$ cat src/sv/frame_duration_resolver_assert.svh
// Assertion macros for the frame duration resolver.
// Each use expands to one labeled concurrent assertion on clk / rst_n.
`ifndef FRAME_DURATION_RESOLVER_ASSERT_SVH
`define FRAME_DURATION_RESOLVER_ASSERT_SVH

// Same-cycle implication
`define FDR_ASSERT_NOW(lbl, ante, cons) \
  lbl: assert property (@(posedge clk) disable iff (!rst_n) (ante) |-> (cons)) \
    else $error("frame duration resolver: check failed");

// Next-cycle implication
`define FDR_ASSERT_NEXT(lbl, ante, cons) \
  lbl: assert property (@(posedge clk) disable iff (!rst_n) (ante) |=> (cons)) \
    else $error("frame duration resolver: check failed");

`endif

$ cat src/sv/fdr_pkg.sv
`timescale 1ns / 1ps

package fdr_pkg;

  // History window
  localparam int HistDepth = 8;
  localparam int IdxW      = (HistDepth > 1) ? $clog2(HistDepth) : 1;
  localparam int CntW      = $clog2(HistDepth + 1);

  // Stream widths
  localparam int InDataW  = 256;
  localparam int InUserW  = 2;
  localparam int OutDataW = 264;

  // Value limits
  localparam logic signed [63:0] MaxS64     = 64'sh7FFF_FFFF_FFFF_FFFF;
  localparam logic signed [63:0] MaxS64Div4 = 64'sh1FFF_FFFF_FFFF_FFFF;

  // Duration source codes
  localparam logic [1:0] SRC_DELTA = 2'd0;
  localparam logic [1:0] SRC_PRED  = 2'd1;
  localparam logic [1:0] SRC_META  = 2'd2;
  localparam logic [1:0] SRC_FALLB = 2'd3;

  typedef enum logic [2:0] {
    ST_IDLE,
    ST_SCAN,
    ST_PRED,
    ST_CHKD,
    ST_CHKM,
    ST_DECIDE
  } state_t;

  // Controller -> datapath
  typedef struct packed {
    logic load;
    logic restart;
    logic scan;
    logic pred;
    logic chkd;
    logic chkm;
    logic commit;
  } cmd_t;

  // Datapath -> controller
  typedef struct packed {
    logic hist_empty;
    logic scan_last;
    logic out_free;
  } status_t;

endpackage

$ cat src/sv/frame_duration_resolver.sv
`timescale 1ns / 1ps
// Frame duration resolver: picks one duration per video frame.
// Input stream (in_*): one transaction per frame or restart. in_tuser[0] set
// marks a restart, which clears the history and the source memory in the
// accepting cycle and gives no result. Otherwise the frame is resolved from
// the timestamp delta, the history median, the metadata or the frame field.
// Output stream (out_*): one transaction per frame with the chosen duration,
// the source codes and the intermediate values.
// An accepted frame passes through the median scan over the n (0..8) history
// entries, which ranks one entry per cycle against all others, then through
// prediction, delta check, metadata check and the decision step. The block
// accepts nothing new until the decision has committed the frame's result.
// Reset (rst_n low, synchronous) empties the history, forgets the previous
// source and drops any pending result.
// A stalled receiver: the finished result sits in the output register while
// the next frame is accepted and worked on; that frame then waits at its last
// step until the register is free.
module frame_duration_resolver import fdr_pkg::*; (
  input  logic                clk,
  input  logic                rst_n,
  input  logic                in_tvalid,
  output logic                in_tready,
  // cur_stamp, prev_stamp, meta_duration, field_duration
  input  logic [InDataW-1:0]  in_tdata,
  // req_type, has_prev_stamp
  input  logic [InUserW-1:0]  in_tuser,
  output logic                out_tvalid,
  input  logic                out_tready,
  // predicted, meta_echo, stamp_delta, resolved, chosen_source,
  // had_prior_source, prior_source, src_switched, zero fill
  output logic [OutDataW-1:0] out_tdata
);

`include "frame_duration_resolver_assert.svh"

  cmd_t    cmd;
  status_t status;

  fdr_ctrl u_ctrl (
    .clk         (clk),
    .rst_n       (rst_n),
    .in_tvalid   (in_tvalid),
    .req_restart (in_tuser[0]),
    .in_tready   (in_tready),
    .status      (status),
    .cmd         (cmd)
  );

  fdr_dp u_dp (
    .clk        (clk),
    .rst_n      (rst_n),
    .cmd        (cmd),
    .status     (status),
    .in_tdata   (in_tdata),
    .in_tuser   (in_tuser),
    .out_tvalid (out_tvalid),
    .out_tready (out_tready),
    .out_tdata  (out_tdata)
  );

  // An accepted frame transaction takes the block out of the ready state
  `FDR_ASSERT_NEXT(a_frame_busy, in_tvalid && in_tready && !in_tuser[0], !in_tready)
  // Resolved duration is always positive
  `FDR_ASSERT_NOW(a_res_pos, out_tvalid, out_tdata[252:190] != 63'd0)
  // Change flag agrees with the source fields
  `FDR_ASSERT_NOW(a_chg_flag, out_tvalid,
    out_tdata[258] == (!out_tdata[255] || (out_tdata[254:253] != out_tdata[257:256])))

endmodule

$ cat src/sv/fdr_ctrl.sv
`timescale 1ns / 1ps

module fdr_ctrl import fdr_pkg::*; (
  input  logic    clk,
  input  logic    rst_n,
  input  logic    in_tvalid,
  input  logic    req_restart,
  output logic    in_tready,
  input  status_t status,
  output cmd_t    cmd
);

  state_t state_r, state_nxt;

  // State register
  always_ff @(posedge clk) begin
    if (!rst_n) begin
      state_r <= ST_IDLE;
    end else begin
      state_r <= state_nxt;
    end
  end

  // Next state
  always_comb begin
    state_nxt = state_r;
    unique case (state_r)
      ST_IDLE: begin
        if (in_tvalid && !req_restart) begin
          state_nxt = status.hist_empty ? ST_PRED : ST_SCAN;
        end
      end
      ST_SCAN: begin
        if (status.scan_last) state_nxt = ST_PRED;
      end
      ST_PRED:   state_nxt = ST_CHKD;
      ST_CHKD:   state_nxt = ST_CHKM;
      ST_CHKM:   state_nxt = ST_DECIDE;
      ST_DECIDE: begin
        if (status.out_free) state_nxt = ST_IDLE;
      end
      default:   state_nxt = ST_IDLE;
    endcase
  end

  // Outputs
  always_comb begin
    cmd       = '0;
    in_tready = 1'b0;
    unique case (state_r)
      ST_IDLE: begin
        in_tready   = 1'b1;
        cmd.load    = in_tvalid && !req_restart;
        cmd.restart = in_tvalid && req_restart;
      end
      ST_SCAN:   cmd.scan   = 1'b1;
      ST_PRED:   cmd.pred   = 1'b1;
      ST_CHKD:   cmd.chkd   = 1'b1;
      ST_CHKM:   cmd.chkm   = 1'b1;
      ST_DECIDE: cmd.commit = status.out_free;
      default: ;
    endcase
  end

endmodule

$ cat src/sv/fdr_dp.sv
`timescale 1ns / 1ps

module fdr_dp import fdr_pkg::*; (
  input  logic                clk,
  input  logic                rst_n,
  input  cmd_t                cmd,
  output status_t             status,
  input  logic [InDataW-1:0]  in_tdata,
  input  logic [InUserW-1:0]  in_tuser,
  output logic                out_tvalid,
  input  logic                out_tready,
  output logic [OutDataW-1:0] out_tdata
);

  // Plausibility of d against anchor a
  function automatic logic plausible(input logic signed [63:0] d,
                                     input logic signed [63:0] a);
    logic signed [63:0] lo;
    logic signed [63:0] hi;
    lo = a >>> 2;
    if (lo < 64'sd1) lo = 64'sd1;
    hi = (a > MaxS64Div4) ? MaxS64 : (a <<< 2);
    if (d <= 64'sd0) begin
      return 1'b0;
    end else if (a <= 64'sd0) begin
      return 1'b1;
    end else begin
      return (d >= lo) && (d <= hi);
    end
  endfunction

  // History and source memory
  logic [62:0]     hist_r [HistDepth];
  logic [CntW-1:0] cnt_r;
  logic [IdxW-1:0] slot_r;
  logic            have_last_r;
  logic [1:0]      last_src_r;

  // Latched frame
  logic signed [63:0] meta_r, field_r;
  logic [62:0]        delta_r;

  // Median scan
  logic [IdxW-1:0] idx_r;
  logic [62:0]     mid_lo_r, mid_hi_r, pred_r;
  logic            delta_ok_r, meta_ok_r;

  // Result register
  logic        out_valid_r;
  logic [62:0] o_pred_r, o_delta_r, o_res_r;
  logic [63:0] o_meta_r;
  logic [1:0]  o_src_r, o_prior_r;
  logic        o_had_r, o_chg_r;

  // Timestamp delta, 65-bit so overflow shows up
  logic signed [63:0] cur_s, prev_s;
  logic [64:0]        diff;
  logic [62:0]        delta_new;

  assign cur_s  = in_tdata[63:0];
  assign prev_s = in_tdata[127:64];
  assign diff   = {cur_s[63], cur_s} - {prev_s[63], prev_s};

  always_comb begin
    delta_new = '0;
    if (in_tuser[1] && (diff[64:63] == 2'b00) && (diff[62:0] != '0)) begin
      delta_new = diff[62:0];
    end
  end

  // Rank of the current candidate among the valid entries
  logic [62:0]     cand;
  logic [CntW-1:0] rank;
  logic [CntW-1:0] half;
  logic [CntW-1:0] cnt_m1;

  assign cand   = hist_r[idx_r];
  assign half   = cnt_r >> 1;
  assign cnt_m1 = cnt_r - CntW'(1);

  always_comb begin
    rank = '0;
    for (int j = 0; j < HistDepth; j++) begin
      if ((CntW'(j) < cnt_r) &&
          ((hist_r[j] < cand) || ((hist_r[j] == cand) && (IdxW'(j) < idx_r)))) begin
        rank = rank + CntW'(1);
      end
    end
  end

  assign status.hist_empty = (cnt_r == '0);
  assign status.scan_last  = (CntW'(idx_r) == cnt_m1);
  assign status.out_free   = !out_valid_r || out_tready;

  // Median of the scanned entries
  logic [62:0] pred_new;
  always_comb begin
    if (cnt_r == '0) begin
      pred_new = '0;
    end else if (cnt_r[0]) begin
      pred_new = mid_hi_r;
    end else begin
      pred_new = (mid_lo_r >> 1) + (mid_hi_r >> 1) + 63'(mid_lo_r[0] & mid_hi_r[0]);
    end
  end

  // Source selection
  logic [62:0] res_sel;
  logic [1:0]  src_sel;
  always_comb begin
    priority if (delta_ok_r) begin
      res_sel = delta_r;
      src_sel = SRC_DELTA;
    end else if (pred_r != '0) begin
      res_sel = pred_r;
      src_sel = SRC_PRED;
    end else if (meta_ok_r) begin
      res_sel = meta_r[62:0];
      src_sel = SRC_META;
    end else begin
      res_sel = (field_r > 64'sd0) ? field_r[62:0] : 63'd1;
      src_sel = SRC_FALLB;
    end
  end

  // Payload path
  always_ff @(posedge clk) begin
    if (cmd.load) begin
      meta_r  <= in_tdata[191:128];
      field_r <= in_tdata[255:192];
      delta_r <= delta_new;
    end
    if (cmd.scan) begin
      if (rank == half) mid_hi_r <= cand;
      if (!cnt_r[0] && (rank == half - CntW'(1))) mid_lo_r <= cand;
    end
    if (cmd.pred) pred_r <= pred_new;
    if (cmd.chkd) begin
      delta_ok_r <= (delta_r != '0) &&
                    plausible({1'b0, delta_r}, (pred_r != '0) ? {1'b0, pred_r} : meta_r);
    end
    if (cmd.chkm) begin
      meta_ok_r <= (field_r > 64'sd0) && plausible(meta_r, field_r);
    end
    if (cmd.commit) begin
      o_pred_r  <= pred_r;
      o_meta_r  <= meta_r;
      o_delta_r <= delta_r;
      o_res_r   <= res_sel;
      o_src_r   <= src_sel;
      o_had_r   <= have_last_r;
      o_prior_r <= last_src_r;
      o_chg_r   <= !have_last_r || (src_sel != last_src_r);
      if (src_sel != SRC_FALLB) hist_r[slot_r] <= res_sel;
    end
  end

  // Control state
  always_ff @(posedge clk) begin
    if (!rst_n) begin
      cnt_r       <= '0;
      slot_r      <= '0;
      have_last_r <= 1'b0;
      last_src_r  <= SRC_FALLB;
      idx_r       <= '0;
      out_valid_r <= 1'b0;
    end else begin
      if (cmd.commit) begin
        out_valid_r <= 1'b1;
      end else if (out_tready) begin
        out_valid_r <= 1'b0;
      end
      if (cmd.load) idx_r <= '0;
      if (cmd.scan) idx_r <= idx_r + IdxW'(1);
      if (cmd.restart) begin
        cnt_r       <= '0;
        slot_r      <= '0;
        have_last_r <= 1'b0;
        last_src_r  <= SRC_FALLB;
      end
      if (cmd.commit) begin
        have_last_r <= 1'b1;
        last_src_r  <= src_sel;
        if (src_sel != SRC_FALLB) begin
          slot_r <= (slot_r == IdxW'(HistDepth - 1)) ? '0 : slot_r + IdxW'(1);
          if (cnt_r != CntW'(HistDepth)) cnt_r <= cnt_r + CntW'(1);
        end
      end
    end
  end

  assign out_tvalid = out_valid_r;
  assign out_tdata  = {5'b0, o_chg_r, o_prior_r, o_had_r, o_src_r,
                       o_res_r, o_delta_r, o_meta_r, o_pred_r};

endmodule
$ cat config.mk
export PLATFORM = sky130hd
export DESIGN_NAME = frame_duration_resolver
export DESIGN_NICKNAME = d
export VERILOG_FILES = /design/src/sv/fdr_pkg.sv /design/src/sv/frame_duration_resolver.sv /design/src/sv/fdr_ctrl.sv /design/src/sv/fdr_dp.sv
export VERILOG_INCLUDE_DIRS = /design/src /design/src/sv
export SDC_FILE = /design/constraint.sdc
export NUM_CORES = 2
export LEC_CHECK = 0
export ABC_AREA = 1
export BUFFER_PORTS_ARGS = -buffer_cell sky130_fd_sc_hd__buf_2
export CORE_MARGIN = 2
export CORE_UTILIZATION = 45
export CTS_CLUSTER_SIZE = 20
export DETAILED_ROUTE_END_ITERATION = 8
export GPL_TIMING_DRIVEN = 0
export SYNTH_ARGS = -nofsm -noshare
export SYNTH_HDL_FRONTEND = slang
export SYNTH_SLANG_ARGS = --single-unit
$ cat constraint.sdc
create_clock -name clk -period 24.6 [get_ports clk]
set_input_delay 2.46 -clock clk [delete_from_list [all_inputs] [get_ports clk]]
set_output_delay 2.46 -clock clk [all_outputs]
set_load 0.01 [all_outputs]
==> flow_summary.json <==
{
  "h-tree-depth": 4,
  "worstHoldPathType": "reg -> reg",
  "dominantRegCellSynth": "edfxtp_1",
  "numCtsBuffers": 136,
  "wl_mm": 297.2,
  "failed_checks": "max-capacitance violations, max-slew violations",
  "min_period_ns": 13.21,
  "fmax_ghz": 0.07571,
  "drive_gt1_frac": 0.1086,
  "p_switching_mw": 2.923,
  "seq_power_share": 0.363,
  "cp_data_required_time_ns": 25.10,
  "postSynthCellCount": 7425,
  "cts-root-buf": "clkbuf_16",
  "nFillCells": 14551,
  "wl_per_cell_um": 28.73,
  "place.gp.congestion": 0.9998,
  "clk_pin_slew_ns": 0.07,
  "via_per_inst": 6.020,
  "critPathKind": "reg -> reg",
  "cp_max_fo": 29,
  "dp_cells": 10087,
  "route.vias.total": 62269,
  "post-cts-setup-buffers": 0,
  "grt_pass1_wl_mm": 418.0,
  "fin_nets": 9317,
  "startpoint_type": "flop",
  "final_common_cell": "edfxtp_1",
  "grt_max_degree": 42,
  "initial_core_util": 0.4525,
  "antenna_found_initial": 33,
  "slew_violations": 20,
  "ys_types": 68,
  "layout_common_cells": "edfxtp_1 (1,145), nand2_1 (1,124), ha_1 (899)",
  "ys_ff_latch": 1165,
  "cts.path.max_buffers": 3,
  "grt-ovfl-total": 0,
  "p_sw_frac": 0.4006,
  "grt.total_usage": 0.3584,
  "setup.worst_path.end_class": "flop",
  "maxCapViolations": 2,
  "rows": 146,
  "first_pass_iters": 6,
  "syn_area_sq_mm": 0.07149,
  "drt_iter0_drc": 7932,
  "finalHoldWorstSlack_ns": 0.4964,
  "die_h_um": 402.6,
  "busiest_layer": "met1",
  "slowest_delay_ns": 1.13,
  "fin_skew_ns": 0.04313,
  "ys_warn_count": 0,
  "clkSinkCount": 1165,
  "rsz0062_at_grt": "false",
  "fp.dieArea_sq_mm": 0.1621,
  "slew_headroom": -0.03129,
  "met3_usage": 0.07637,
  "cp_slowest_cell": "nor3_1",
  "cts-resized-gates": 0,
  "cts_tree": "done",
  "synth_edf_count": 1145,
  "tightest_slew_ns": 1.547,
  "placed_area_sq_mm": 0.07783,
  "die_w_um": 402.6,
  "power_density_mw_per_mm2": 88.63,
  "p_clk_frac": 0.284,
  "status": "complete, but fails checks",
  "yosysSeqAreaShare": 0.4865,
  "final-hold-violation-count": 0,
  "arrival_ns": 13.71,
  "final_antenna_net_count": 0,
  "drc_errors": 0,
  "crit_top_cell": "nand2_1",
  "pwr-share-comb": 0.353,
  "worstSkewPairLatency_ns": 0.84,
  "fin_setup_tns_ns": 0,
  "design_area_sq_mm": 0.08232,
  "layout.cells.non_filler": 10344,
  "finalSetupViolCount": 0,
  "fin_crit_sh": 0.5369,
  "port_buffers": 521,
  "p_int_mw": 4.373,
  "top_level_ports": 528,
  "coreArea_sq_mm": 0.1580,
  "ctsHoldBuffers": 0,
  "grt_util_met2": 0.5195,
  "syn_avg_cell_area_sq_um": 9.629,
  "dp_hpwl_mm": 241.8,
  "use_met1": 0.5300,
  "power.leakage_nw": 35.10,
  "grt_pass1_vias": 58262,
  "synthArstFlopShare": 0,
  "syn2layout_area_growth_pct": 15.15,
  "vdd_ir_drop_max_uv": 91.95
}
==> Yosys cell counts (84+ instances only) <==
cell / instances / area [sq um]
inv_1: 756 / 2838
o21ai_0: 550 / 2753
nor2_1: 882 / 3311
a21oi_1: 499 / 2497
nand4_1: 133 / 832.1
o22ai_1: 129 / 807.0
edfxtp_1: 1145 / 34380
nor3_1: 84 / 420.4
nand3_1: 265 / 1326
nand2_1: 1124 / 4219
clkbuf_1: 166 / 623.1
o211ai_1: 115 / 863.3
ha_1: 899 / 11250
nor4_1: 101 / 631.9
==> registers in the layout (all words and copies together) (netlist names), 2 cells and up, named ones only <==
signal,cells
u_dp.pred_r,63
u_dp.last_src_r,2
u_dp.slot_r,3
u_dp.o_src_r,2
u_dp.o_prior_r,2
u_ctrl.state_r,3
u_dp.delta_r,63
u_dp.o_delta_r,63
u_dp.o_pred_r,63
u_dp.idx_r,3
u_dp.field_r,64
u_dp.mid_lo_r,63
u_dp.o_res_r,63
u_dp.meta_r,64
u_dp.o_meta_r,64
u_dp.hist_r,504
u_dp.mid_hi_r,63
u_dp.cnt_r,4
==> cells by family after synthesis <==
logic type,Yosys count,synth area share
DFF,1165,0.4865
buffers and inverters,954,0.05152
other,1,0.00005245
and+or+nand+nor,2691,0.1604
muxes,4,0.0005601
adders and majority gates,902,0.1582
AOI/OAI and AO/OA,1593,0.1287
xor gates and xnor gates,115,0.01409
==> through the flow <==
step / utilization / power [mW] / setup slack [ns]
4_1_cts: 0.5207 / 7.228 / 11.95
6_report: 0.5210 / 7.296 / 11.39
3_3_place_gp: 0.4855 / 5.136 / -6.021
5_1_grt: 0.5208 / 7.614 / 11.39
3_5_place_dp: 0.4926 / 5.162 / 12.01
2_1_floorplan: - / 4.100 / 5.768
==> metal layers <==
layer  part of all wire  vias up
met5            0.00012        -
met4              0.035        6
met3              0.099      474
met2               0.42     3188
met1               0.45    30499
li1                   -    28102
==> cell type report <==
| cell class | instances | area (sq um) | area share |
|---|---|---|---|
| clock inverters | 71 | 798.3 | 0.009697 |
| multi-input cells | 5310 | 33160 | 0.4028 |
| flip-flops and latches | 1165 | 34780 | 0.4225 |
| diodes | 13 | 32.53 | 0.0003952 |
| inverters | 763 | 2864 | 0.03479 |
| clock buffers | 173 | 3655 | 0.04440 |
| repair buffers | 586 | 3613 | 0.04389 |
| plain buffers | 191 | 819.5 | 0.009955 |
| well taps | 2072 | 2592 | 0.03149 |
==> power by group through the flow <==
stage               registers, mW  logic [mW]  clock network (mW)
floorplan                    2.59        1.51                   0
global placement             2.74        2.39                   0
detailed placement           2.67        2.49                   0
CTS                          2.64        2.50                2.09
global route                 2.65        2.80                2.17
finish                       2.65        2.57                2.08
==> worst paths after layout <==
check / startpoint / to / slack, ns / cells after the start
worst max register to register: flop / u_dp.mid_lo_r[9] / 11.39 / 44
worst min-delay path: u_dp.pred_r[51] / u_dp.o_pred_r[51] / 0.50 / 0
worst max-delay path: flop / u_dp.mid_lo_r[9] / 11.39 / 44
worst min register to register: u_dp.pred_r[51] / u_dp.o_pred_r[51] / 0.50 / 0
==> critical path, delay by kind of cell, from the launching register on <==
kind | cells | cell delay [ns]
compound gates | 4 | 1.38
fa+ha+maj | 7 | 2.20
buf+inv | 11 | 4.28
flops | 1 | 0.40
simple gates | 22 | 4.55
No activity file was read; power rests on OpenSTA's default activity.
